[config.mk]
export PLATFORM = sky130hd
export DESIGN_NAME = arm64_insn_classify_imm
export DESIGN_NICKNAME = d
export VERILOG_FILES = /design/src/hdl/aic_pkg.sv /design/src/hdl/aic_in_stage.sv /design/src/hdl/aic_decode.sv /design/src/hdl/arm64_insn_classify_imm.sv
export VERILOG_INCLUDE_DIRS = /design/src /design/src/hdl
export SDC_FILE = /design/constraint.sdc
export NUM_CORES = 1
export LEC_CHECK = 0
export CAP_MARGIN = 20
export CORE_UTILIZATION = 35
export DETAILED_ROUTE_END_ITERATION = 10
export DONT_BUFFER_PORTS = 1
export PLACE_DENSITY = 0.61
export SETUP_SLACK_MARGIN = 0.02
export SKIP_LAST_GASP = 1
export SLEW_MARGIN = 20
export SYNTH_ARGS = -nofsm -noshare
export SYNTH_HDL_FRONTEND = slang
export SYNTH_SLANG_ARGS = --single-unit
export TNS_END_PERCENT = 100
[constraint.sdc]
create_clock -name clock -period 6.2 [get_ports clock]
set_clock_uncertainty 0.05 [all_clocks]
set_input_delay 1.24 -clock clock [delete_from_list [all_inputs] [get_ports clock]]
set_output_delay 1.24 -clock clock [all_outputs]
set_load 0.005 [all_outputs]
[src/hdl/assert_macros.svh]
// Assertion helpers shared by the classifier RTL.
// No dependencies; include by bare file name where assertions are written.
`ifndef ASSERT_MACROS_SVH
`define ASSERT_MACROS_SVH

// Check a property on every rising clock edge outside reset.
`define AIC_ASSERT(lbl, clk, rst, prop, msg) \
   lbl: assert property (@(posedge clk) disable iff (rst) prop) else $error(msg);

// Check a property on every rising clock edge, reset included.
`define AIC_ASSERT_ALWAYS(lbl, clk, prop, msg) \
   lbl: assert property (@(posedge clk) prop) else $error(msg);

`endif

[src/hdl/aic_pkg.sv]
// Shared types and constants for the instruction classifier.
// No dependencies; imported by every module of the block.
package aic_pkg;

   // Instruction class codes
   typedef enum logic [3:0] {
      KIND_UNKNOWN = 4'd0,
      KIND_ADRP    = 4'd1,
      KIND_BL      = 4'd2,
      KIND_CBZ     = 4'd3,
      KIND_RET     = 4'd4,
      KIND_TBNZ    = 4'd5,
      KIND_ADD     = 4'd6,
      KIND_BR      = 4'd7,
      KIND_LDR     = 4'd8,
      KIND_CBNZ    = 4'd9
   } kind_type;

   // Load addressing form codes
   typedef enum logic [1:0] {
      FORM_GENERAL   = 2'd0,
      FORM_REGISTER  = 2'd1,
      FORM_IMMEDIATE = 2'd2,
      FORM_LITERAL   = 2'd3
   } form_type;

   // Opcode patterns
   localparam logic [4:0]  OP_ADRP     = 5'b10000;
   localparam logic [4:0]  OP_ADD      = 5'b10001;
   localparam logic [5:0]  OP_BL       = 6'b100101;
   localparam logic [6:0]  OP_CBZ      = 7'b0110100;
   localparam logic [6:0]  OP_TBNZ     = 7'b0110111;
   localparam logic [6:0]  OP_CBNZ     = 7'b0110101;
   localparam logic [31:0] OP_RET      = 32'b11010110010111110000001111100000;
   localparam logic [31:0] OP_BR       = 32'b11010110000111110000001111100000;
   localparam logic [31:0] RN_MASK     = 32'h0000_03E0;
   localparam logic [7:0]  OP_LDR_REG  = 8'hE1;
   localparam logic [7:0]  OP_LDR_UIMM = 8'hE5;
   localparam logic [8:0]  OP_LDR_LIT  = 9'b000011000;
   localparam logic [1:0]  OPT_REG     = 2'b10;

   // Accepted word in flight between the input stage and the decoder
   typedef struct packed {
      logic [31:0] word;
      logic [63:0] pc;
   } stage_type;

   // Decoded result word
   typedef struct packed {
      kind_type    kind;
      form_type    load_form;
      logic        is_branch_imm;
      logic [63:0] immediate;
      logic        imm_valid;
      logic [4:0]  dest_reg;
      logic        dest_valid;
      logic [4:0]  base_reg;
      logic        base_valid;
      logic [4:0]  test_reg;
      logic        test_valid;
   } result_type;

endpackage

[src/hdl/aic_in_stage.sv]
// Input register of the classifier: captures the word and forms pc.
// Depends on aic_pkg.
module aic_in_stage
   import aic_pkg::*;
(
   input  logic        clock,
   input  logic        reset,
   input  logic        req_valid,
   output logic        req_ready,
   input  logic [31:0] req_instr_word,
   input  logic [63:0] req_location,
   input  logic [63:0] slide,
   input  logic        take,
   output logic        stage_valid,
   output stage_type   stage
);

   logic      valid_ff, valid_in;
   stage_type stage_ff, stage_in;
   logic      accept;

   // Take a new word when empty or when the held word moves on
   assign req_ready = !valid_ff || take;
   assign accept    = req_valid && req_ready;

   assign valid_in       = accept || (valid_ff && !take);
   assign stage_in.word  = req_instr_word;
   assign stage_in.pc    = req_location + slide;

   always_ff @(posedge clock) begin
      if (reset) begin
         valid_ff <= 1'b0;
      end else begin
         valid_ff <= valid_in;
      end
   end

   // Load payload only on accept
   always_ff @(posedge clock) begin
      if (accept) begin
         stage_ff <= stage_in;
      end
   end

   assign stage_valid = valid_ff;
   assign stage       = stage_ff;

endmodule

[src/hdl/aic_decode.sv]
// Combinational decode of one instruction word into a result word.
// Depends on aic_pkg.
module aic_decode
   import aic_pkg::*;
(
   input  stage_type  stage,
   output result_type result
);

   logic [31:0] w;
   logic [7:0]  ldr_top;
   logic        ldr_reg_hit;
   logic        ldr_uimm_hit;
   logic        ldr_lit_hit;
   kind_type    kind;

   assign w = stage.word;
   assign ldr_top      = w[29:22];
   assign ldr_reg_hit  = w[31] && (ldr_top == OP_LDR_REG);
   assign ldr_uimm_hit = w[31] && (ldr_top == OP_LDR_UIMM);
   assign ldr_lit_hit  = (w[31:23] == OP_LDR_LIT);

   // Classify in fixed priority order
   always_comb begin
      priority if (w[28:24] == OP_ADRP && w[31])          kind = KIND_ADRP;
      else if (w[28:24] == OP_ADD)                        kind = KIND_ADD;
      else if (w[31:26] == OP_BL)                         kind = KIND_BL;
      else if (w[30:24] == OP_CBZ)                        kind = KIND_CBZ;
      else if ((w | RN_MASK) == OP_RET)                   kind = KIND_RET;
      else if (w[30:24] == OP_TBNZ)                       kind = KIND_TBNZ;
      else if ((w | RN_MASK) == OP_BR)                    kind = KIND_BR;
      else if ((ldr_reg_hit && w[11:10] != 2'b00) || ldr_uimm_hit || ldr_lit_hit)
                                                          kind = KIND_LDR;
      else if (w[30:24] == OP_CBNZ)                       kind = KIND_CBNZ;
      else                                                kind = KIND_UNKNOWN;
   end

   // Build fields for the class
   always_comb begin
      result               = '0;
      result.kind          = kind;
      result.load_form     = FORM_GENERAL;
      unique case (kind)
         KIND_ADRP: begin
            result.immediate  = {stage.pc[63:12], 12'd0}
                              + {{31{w[23]}}, w[23:5], w[30:29], 12'd0};
            result.imm_valid  = 1'b1;
            result.dest_reg   = w[4:0];
            result.dest_valid = 1'b1;
         end
         KIND_ADD: begin
            result.immediate  = w[22] ? {28'd0, w[21:10], 24'd0} >> 12
                                      : {52'd0, w[21:10]};
            result.imm_valid  = 1'b1;
            result.dest_reg   = w[4:0];
            result.dest_valid = 1'b1;
            result.base_reg   = w[9:5];
            result.base_valid = 1'b1;
         end
         KIND_BL: begin
            result.immediate     = {{38{w[25]}}, w[25:0]};
            result.imm_valid     = 1'b1;
            result.is_branch_imm = 1'b1;
         end
         KIND_CBZ, KIND_CBNZ: begin
            result.immediate     = {{45{w[23]}}, w[23:5]};
            result.imm_valid     = 1'b1;
            result.is_branch_imm = 1'b1;
            result.test_reg      = w[4:0];
            result.test_valid    = 1'b1;
         end
         KIND_TBNZ: begin
            result.immediate     = {{50{w[18]}}, w[18:5]};
            result.imm_valid     = 1'b1;
            result.is_branch_imm = 1'b1;
            result.test_reg      = w[4:0];
            result.test_valid    = 1'b1;
         end
         KIND_RET, KIND_BR: begin
            result.base_reg   = w[9:5];
            result.base_valid = 1'b1;
         end
         KIND_LDR: begin
            priority if (ldr_reg_hit && w[11:10] == OPT_REG) begin
               result.load_form = FORM_REGISTER;
            end else if (w[31]) begin
               result.load_form = FORM_IMMEDIATE;
               result.imm_valid = 1'b1;
               // Unsigned scaled offset, else signed unscaled offset
               if (w[25:24] != 2'b00) begin
                  result.immediate = {52'd0, w[21:10]} << w[31:30];
               end else begin
                  result.immediate = {{55{w[20]}}, w[20:12]};
               end
            end else begin
               result.load_form = FORM_LITERAL;
            end
         end
         default: begin
            result.kind = KIND_UNKNOWN;
         end
      endcase
   end

endmodule

[src/hdl/arm64_insn_classify_imm.sv]
// Top level of the AArch64 instruction classifier.
// Depends on aic_pkg, aic_in_stage, aic_decode and assert_macros.svh.
//
// Usage:
//   req_* carries one instruction word and its unslid address per word;
//   it is taken at a rising edge with req_valid and req_ready both high.
//   rsp_* carries one result word per request, in order, taken at a rising
//   edge with rsp_valid and rsp_ready both high.
//   csr_wr_en/csr_wr_data write the load slide that is added to the address
//   to form pc; write it only while no word is in flight.
//   A word taken on req_* passes through the input register and then the
//   result register before it shows on rsp_*.
//   Throughput: one word per cycle unless the receiver stalls; the decode
//   and adrp page add sit between the two, the pc add before the first.
//   Reset clears both valid flags and sets the slide to zero.
//   When the receiver stalls, the result register holds its word, the input
//   register holds one more, and req_ready drops once both are full.
`include "assert_macros.svh"
module arm64_insn_classify_imm
   import aic_pkg::*;
(
   input  logic               clock,
   input  logic               reset,
   input  logic               req_valid,
   output logic               req_ready,
   input  logic [31:0]        req_instr_word,
   input  logic [63:0]        req_location,
   output logic               rsp_valid,
   input  logic               rsp_ready,
   output logic [3:0]         rsp_kind,
   output logic [1:0]         rsp_load_form,
   output logic               rsp_is_branch_imm,
   output logic signed [63:0] rsp_immediate,
   output logic               rsp_imm_valid,
   output logic [4:0]         rsp_dest_reg,
   output logic               rsp_dest_valid,
   output logic [4:0]         rsp_base_reg,
   output logic               rsp_base_valid,
   output logic [4:0]         rsp_test_reg,
   output logic               rsp_test_valid,
   input  logic               csr_wr_en,
   input  logic [63:0]        csr_wr_data
);

   logic [63:0] slide_ff;
   logic        stage_valid;
   stage_type   stage;
   result_type  decoded;
   logic        out_valid_ff, out_valid_in;
   result_type  out_ff;
   logic        out_load;

   // Hold the slide register
   always_ff @(posedge clock) begin
      if (reset) begin
         slide_ff <= '0;
      end else if (csr_wr_en) begin
         slide_ff <= csr_wr_data;
      end
   end

   assign out_load = stage_valid && (!out_valid_ff || rsp_ready);

   aic_in_stage u_in_stage (
      .clock          (clock),
      .reset          (reset),
      .req_valid      (req_valid),
      .req_ready      (req_ready),
      .req_instr_word (req_instr_word),
      .req_location   (req_location),
      .slide          (slide_ff),
      .take           (out_load),
      .stage_valid    (stage_valid),
      .stage          (stage)
   );

   aic_decode u_decode (
      .stage  (stage),
      .result (decoded)
   );

   // Advance the result register, hold it while stalled
   assign out_valid_in = out_load || (out_valid_ff && !rsp_ready);

   always_ff @(posedge clock) begin
      if (reset) begin
         out_valid_ff <= 1'b0;
      end else begin
         out_valid_ff <= out_valid_in;
      end
   end

   always_ff @(posedge clock) begin
      if (out_load) begin
         out_ff <= decoded;
      end
   end

   assign rsp_valid         = out_valid_ff;
   assign rsp_kind          = out_ff.kind;
   assign rsp_load_form     = out_ff.load_form;
   assign rsp_is_branch_imm = out_ff.is_branch_imm;
   assign rsp_immediate     = signed'(out_ff.immediate);
   assign rsp_imm_valid     = out_ff.imm_valid;
   assign rsp_dest_reg      = out_ff.dest_reg;
   assign rsp_dest_valid    = out_ff.dest_valid;
   assign rsp_base_reg      = out_ff.base_reg;
   assign rsp_base_valid    = out_ff.base_valid;
   assign rsp_test_reg      = out_ff.test_reg;
   assign rsp_test_valid    = out_ff.test_valid;

   // A word waiting behind a stalled result must not be dropped
   `AIC_ASSERT(a_stage_kept, clock, reset, (stage_valid && rsp_valid && !rsp_ready) |=> stage_valid, "input stage word lost while result stalled")
   // Destination register only for adrp and add
   `AIC_ASSERT(a_dest_class, clock, reset, rsp_valid |-> (rsp_dest_valid == (rsp_kind == KIND_ADRP || rsp_kind == KIND_ADD)), "dest_valid disagrees with kind")
   // Load form is general unless the word is a load
   `AIC_ASSERT(a_form_ldr, clock, reset, (rsp_valid && rsp_load_form != FORM_GENERAL) |-> (rsp_kind == KIND_LDR), "load form set for a non-load")
   // No immediate means a zero immediate
   `AIC_ASSERT(a_imm_zero, clock, reset, (rsp_valid && !rsp_imm_valid) |-> (rsp_immediate == 64'sd0), "immediate nonzero without imm_valid")
   // Result valid is clear right after reset
   `AIC_ASSERT_ALWAYS(a_reset_empty, clock, reset |=> !rsp_valid, "result valid after reset")

endmodule
* Word level (Yosys, flattened, before mapping) *
Index checks and enable logic that the tools add are counted.

storage, ports and cells
  register bits = 252
  word-level logic and storage cells = 90

cells by class
  add/subtract/negate cells = 2
  equality and inequality tests = 21
  shift operators = 1
  muxes and demuxes = 20
  bitwise gates (word level) = 1
  reduce and logical (&&, ||, !) cells = 28

operator list
  operator                                             number
  case mux 65 bit (6 select lines)                     1
  two-way mux 65 bit                                   2
  adder 64 bit                                         2
  two-way mux 64 bit                                   1
  << shifter 12 x 2 -> 64 bit                          1
  equality test 27 bit, second input constant          2
  two-way mux 4 bit                                    9
  two-way mux 24 bit                                   1
  equality test 7 x 6 -> 1 bit, second input constant  3
  equality test 4 x 3 -> 1 bit, second input constant  4
  equality test 8 bit, second input constant           2
  equality test 5 bit, second input constant           2
  equality test 9 x 5 -> 1 bit, second input constant  1
  logical AND 1 bit                                    9
  OR reduction 9 bit                                   1
  equality test 4 x 2 -> 1 bit, second input constant  2
  equality test 4 bit, second input constant           2
  equality test 6 bit, second input constant           1
  logical OR 1 bit                                     6
  two-way mux 1 bit                                    6
  OR reduction 2 bit                                   3
  OR reduction 3 bit                                   2
  equality test 4 x 1 -> 1 bit, second input constant  1
  logical NOT 1 bit                                    4
  4 further kinds                                      5

* Logic depth before layout (Yosys ltp) *
  word-level depth = 16
  depth in mapped cells = 12

* By module *
A second synthesis with hierarchy kept.

unflattened totals
  cell total of the unflattened synthesis = 1613
  area total of the unflattened synthesis = 16188.0 µm²

modules (own cells, without submodules)
  module                   instances  cells an instance  area each (µm²)  sequential area each (µm²)
  aic_in_stage             1          666                6799.0           2902.8
  arm64_insn_classify_imm  1          301                5041.1           4003.8
  aic_decode               1          646                4347.9           0.0

* Least setup slack after synthesis *
Ideal clock, no wire load.

  path type = input port to flip-flop
  start = input rsp_ready
  end = register out_ff, in the netlist rsp_base_reg[0] (enable)
  data arrival time = 5.309 ns
  slack = 0.291 ns
  cell stages on the path = 2
  path buffers = 0
  cells stage by stage = nor2b_1 nor2b_1

between the ends
  word-level cells in the longest chain between the ends = 2

RTL lines
  what                  line                           RTL
  start, declared       arm64_insn_classify_imm.sv:29  input logic rsp_ready,
  logical OR 1 bit      arm64_insn_classify_imm.sv:62  assign out_load = stage_valid && (!out_valid_ff || rsp_ready);
  logical AND 1 bit     arm64_insn_classify_imm.sv:62
  net out_load          arm64_insn_classify_imm.sv:51  logic out_load;
  end signal, assigned  arm64_insn_classify_imm.sv:95  out_ff <= decoded;
  end, declared         arm64_insn_classify_imm.sv:50  result_type out_ff;

The timed path passes the listed nets, and every way through them passes these cells.
A chain may end at the register's enable or synchronous reset.

==> key figures <==
Outcome
  • Outcome: complete, no violations

Global route
  • Congestion Overflow GR: 0
  • First-pass GRT wire length: ~64 mm
  • GRT Total Usage: 18.7%
  • Pin count of the biggest net entering global routing: 67
  • Initial antenna violation count: 0
  • Vias in the first global route: roughly 11,000

CTS
  • Clock root buffer: clkbuf_16
  • Sink Count: 240
  • Post-CTS resize count: 0
  • Max Buffers Root-to-Sink: 3
  • Clk slew on worst S/H paths: 0.06 ns
  • TritonCTS Buffers: 29
  • Later-pin clock latency in the skew report: around 0.57 ns
  • Setup bufs post-CTS: 0
  • # H-tree levels: 1
  • Hold buffers post-CTS: 0
  • CTS tree: yes

Pwr
  • Worst vdd ir: 0.188 mV
  • Total Power: 0.00461 W
  • P_sw: 0.00135 W
  • Sw Share: slightly below 30%
  • Logic pwr share: 21.0%
  • Clk pwr share: 36.5%
  • Pint: ~0.0033 W
  • Seq pwr share: between 40% and 50%
  • PwrDens: 280 nW/µm²
  • Leak Pwr: 6.71 nW

Critical path
  • Critical Path Fanout Max: 6
  • Worst R2R End: rsp_immediate[62]
  • CP Launch Type: register
  • Worst reg2reg path startpoint: u_in_stage.stage[93]
  • Crit path capture: rsp_immediate[62]
  • R2R Setup Slk: 2.25 ns
  • Crit Path Class: reg2reg
  • Reg2Reg Depth: 12
  • CP startpoint: u_in_stage.stage[93]
  • CP Capture Type: register
  • Critical Path RT: 6.44 ns
  • CP arrival: 4.19 ns

Worst hold path
  • Hold Crit Class: reg2reg

STA
  • Worst rel slew slack: ~44%
  • Max Freq: ~250 MHz
  • Slew of the pin with the lowest slew margin: 0.844 ns
  • Setup violations, final: 0
  • RSZ-0062 raised after global routing: no
  • Max Transition Viols Final: 0
  • Period utilization: a little under two thirds
  • Final hold slack: between 0.4 and 0.5 ns
  • Total negative slack: 0 ns
  • Final Hold Viols: 0
  • Final Critical Period: 3.95 ns
  • PnR worst setup slack: 2.25 ns

Yosys
  • Commonest cells post-synth: edfxtp_1, nor2_1, a21oi_1, ha_1, o21ai_0
  • Top cell type's share of synthesized area: approximately a third
  • Unique masters post-synth: 80
  • Main area contributors after synthesis: edfxtp_1, ha_1, dfxtp_1
  • Count leader, synth: edfxtp_1
  • Register area share after synthesis: 43.5%
  • Post-synthesis register bit count: 240
  • Synth Cell Area: 15,000 µm²
  • Syn_area_per_cell: between 10 and 15 µm²
  • Cells after Synth: 1,494
  • Dominant synthesized flop cell: edfxtp_1
  • Area leader, netlist: edfxtp_1
  • Post-synth EDFFs: ~170
  • Synth Net Count: 1,773
  • Asr flop ratio synth: 0%
  • YS warnings: 0

Routing
  • WL final: between 40 and 50 mm
  • Antenna-violating nets left: 0
  • WL/cell: 20.8 µm
  • Via count: 11,400
  • DR vias/cell: 5.62
  • # DRC: 0
  • DRT iter0 DRCs: 781
  • Drt pass-1 iters: 5

Floorplan
  • Die area: 43,800 µm²
  • # IOs: 257
  • FP Rows: 75
  • Die W: 209 µm
  • Core ar.: around 42,000 µm²
  • DIE HEIGHT: 209 µm
  • Initial Util: roughly 36%

Placed design
  • DP HPWL: roughly 32 mm
  • Dpl ws: 1.92 ns
  • Number of port buffers: 0
  • Placed Instance Area: 15,500 µm²
  • Routability Congestion: 0.912

Layout
  • Final instance area: 16,500 µm²
  • Fillers: just over 4,000
  • Footprint of the multi-input gates: 8110 µm²
  • N_diodes: 0
  • Area Growth Syn to Fin: 9.54%
  • FF+latch area: ~6500 µm²
  • Nets: 1,742
  • Layout cells sized above 1: 6.19%
  • Max reg flops: 84

Job
  • Max Cap Viol: 0
==> logic make-up after synthesis <==
group / Yosys count / synth area share (%)
buf+inv: 107 / 2.77
fa+ha+maj: 114 / 9.53
compound gates: 470 / 21.0
simple gates: 395 / 12.8
flops: 240 / 43.5
mux: 75 / 4.99
xor+xnor: 93 / 5.41
==> worst min path at each step <==
| stage | slack (ns) | depth (start not counted) | endpoint | startpoint |
|---|---|---|---|---|
| 2_1_floorplan | 0.41 | 2 | slide_ff[0] | slide_ff[0] |
| 4_1_cts | 0.45 | 2 | slide_ff[35] | slide_ff[35] |
| 6_report | 0.45 | 2 | slide_ff[29] | slide_ff[29] |
| 3_3_place_gp | 0.43 | 2 | slide_ff[25] | slide_ff[25] |
| 3_5_place_dp | 0.44 | 2 | slide_ff[35] | slide_ff[35] |
| 5_1_grt | 0.48 | 2 | slide_ff[15] | slide_ff[15] |
==> power by group through the flow <==
| stage | Combinational, W | Clock [W] | Sequential, W |
|---|---|---|---|
| 2_1_floorplan | 0.000780 | 0 | 0.00194 |
| 3_3_place_gp | 0.000956 | 0 | 0.00199 |
| 3_5_place_dp | 0.000960 | 0 | 0.00199 |
| 4_1_cts | 0.000966 | 0.00174 | 0.00196 |
| 5_1_grt | 0.00108 | 0.00179 | 0.00197 |
| 6_report | 0.000969 | 0.00168 | 0.00196 |
==> layout make-up <==
class / instances / share of cell area [%]
clock inverter: 17 / 0.903
tap: 539 / 4.09
multi-input combinational: 1147 / 49.2
inverter: 34 / 0.774
clock buffer: 37 / 4.85
sequential: 240 / 39.7
timing repair buffer: 11 / 0.501
==> placed cells by master, fill, tap and decap left out, types with 11 or more instances in the layout <==
cell type / netlist / layout
ha_1: 113 / 113
nor2b_1: 26 / 25
nand2_1: 84 / 84
o21ai_0: 100 / 100
a21oi_1: 121 / 120
inv_1: 34 / 34
edfxtp_1: 174 / 174
clkbuf_16: 0 / 29
and2_1: 18 / 17
a21o_1: 76 / 76
nor2_1: 137 / 137
a31oi_1: 14 / 14
and3_1: 16 / 16
nand4_1: 20 / 20
xnor2_1: 56 / 56
xor2_1: 37 / 37
a211oi_1: 16 / 16
nand3_1: 28 / 28
o21bai_1: 21 / 21
buf_4: 2 / 11
dfxtp_1: 66 / 66
a222oi_1: 15 / 15
nor3_1: 11 / 11
mux2i_1: 75 / 75
==> per-layer routing <==
metal  wire [µm]  vias to the layer above  GRT usage, %
met5           0                        -             0
met3        2580                       68          3.79
met2       17600                      359          27.8
met1       20800                     5350          26.9
met4        1190                        0          5.88
li1            -                     5595             -
==> through the flow <==
stage | util, % | std cells
2_1_floorplan | - | 1494
3_3_place_gp | 36.9 | 1971
3_5_place_dp | 36.9 | 1971
4_1_cts | 39.1 | 2025
5_1_grt | 39.1 | 2025
6_report | 39.1 | 2025
==> worst max-delay path, stage by stage, from the launching register on <==
cell	delay (ns)
edfxtp_1	0.52
ha_1	0.29
fa_1	0.40
a21oi_1	0.21
o21ai_1	0.16
o41a_1	0.46
o2111a_1	0.30
a21bo_2	0.27
a41oi_4	0.30
o21ai_4	0.13
a211oi_2	0.26
mux2i_1	0.22
o211ai_1	0.11
Note: power is estimated with default switching activity, not from simulation.
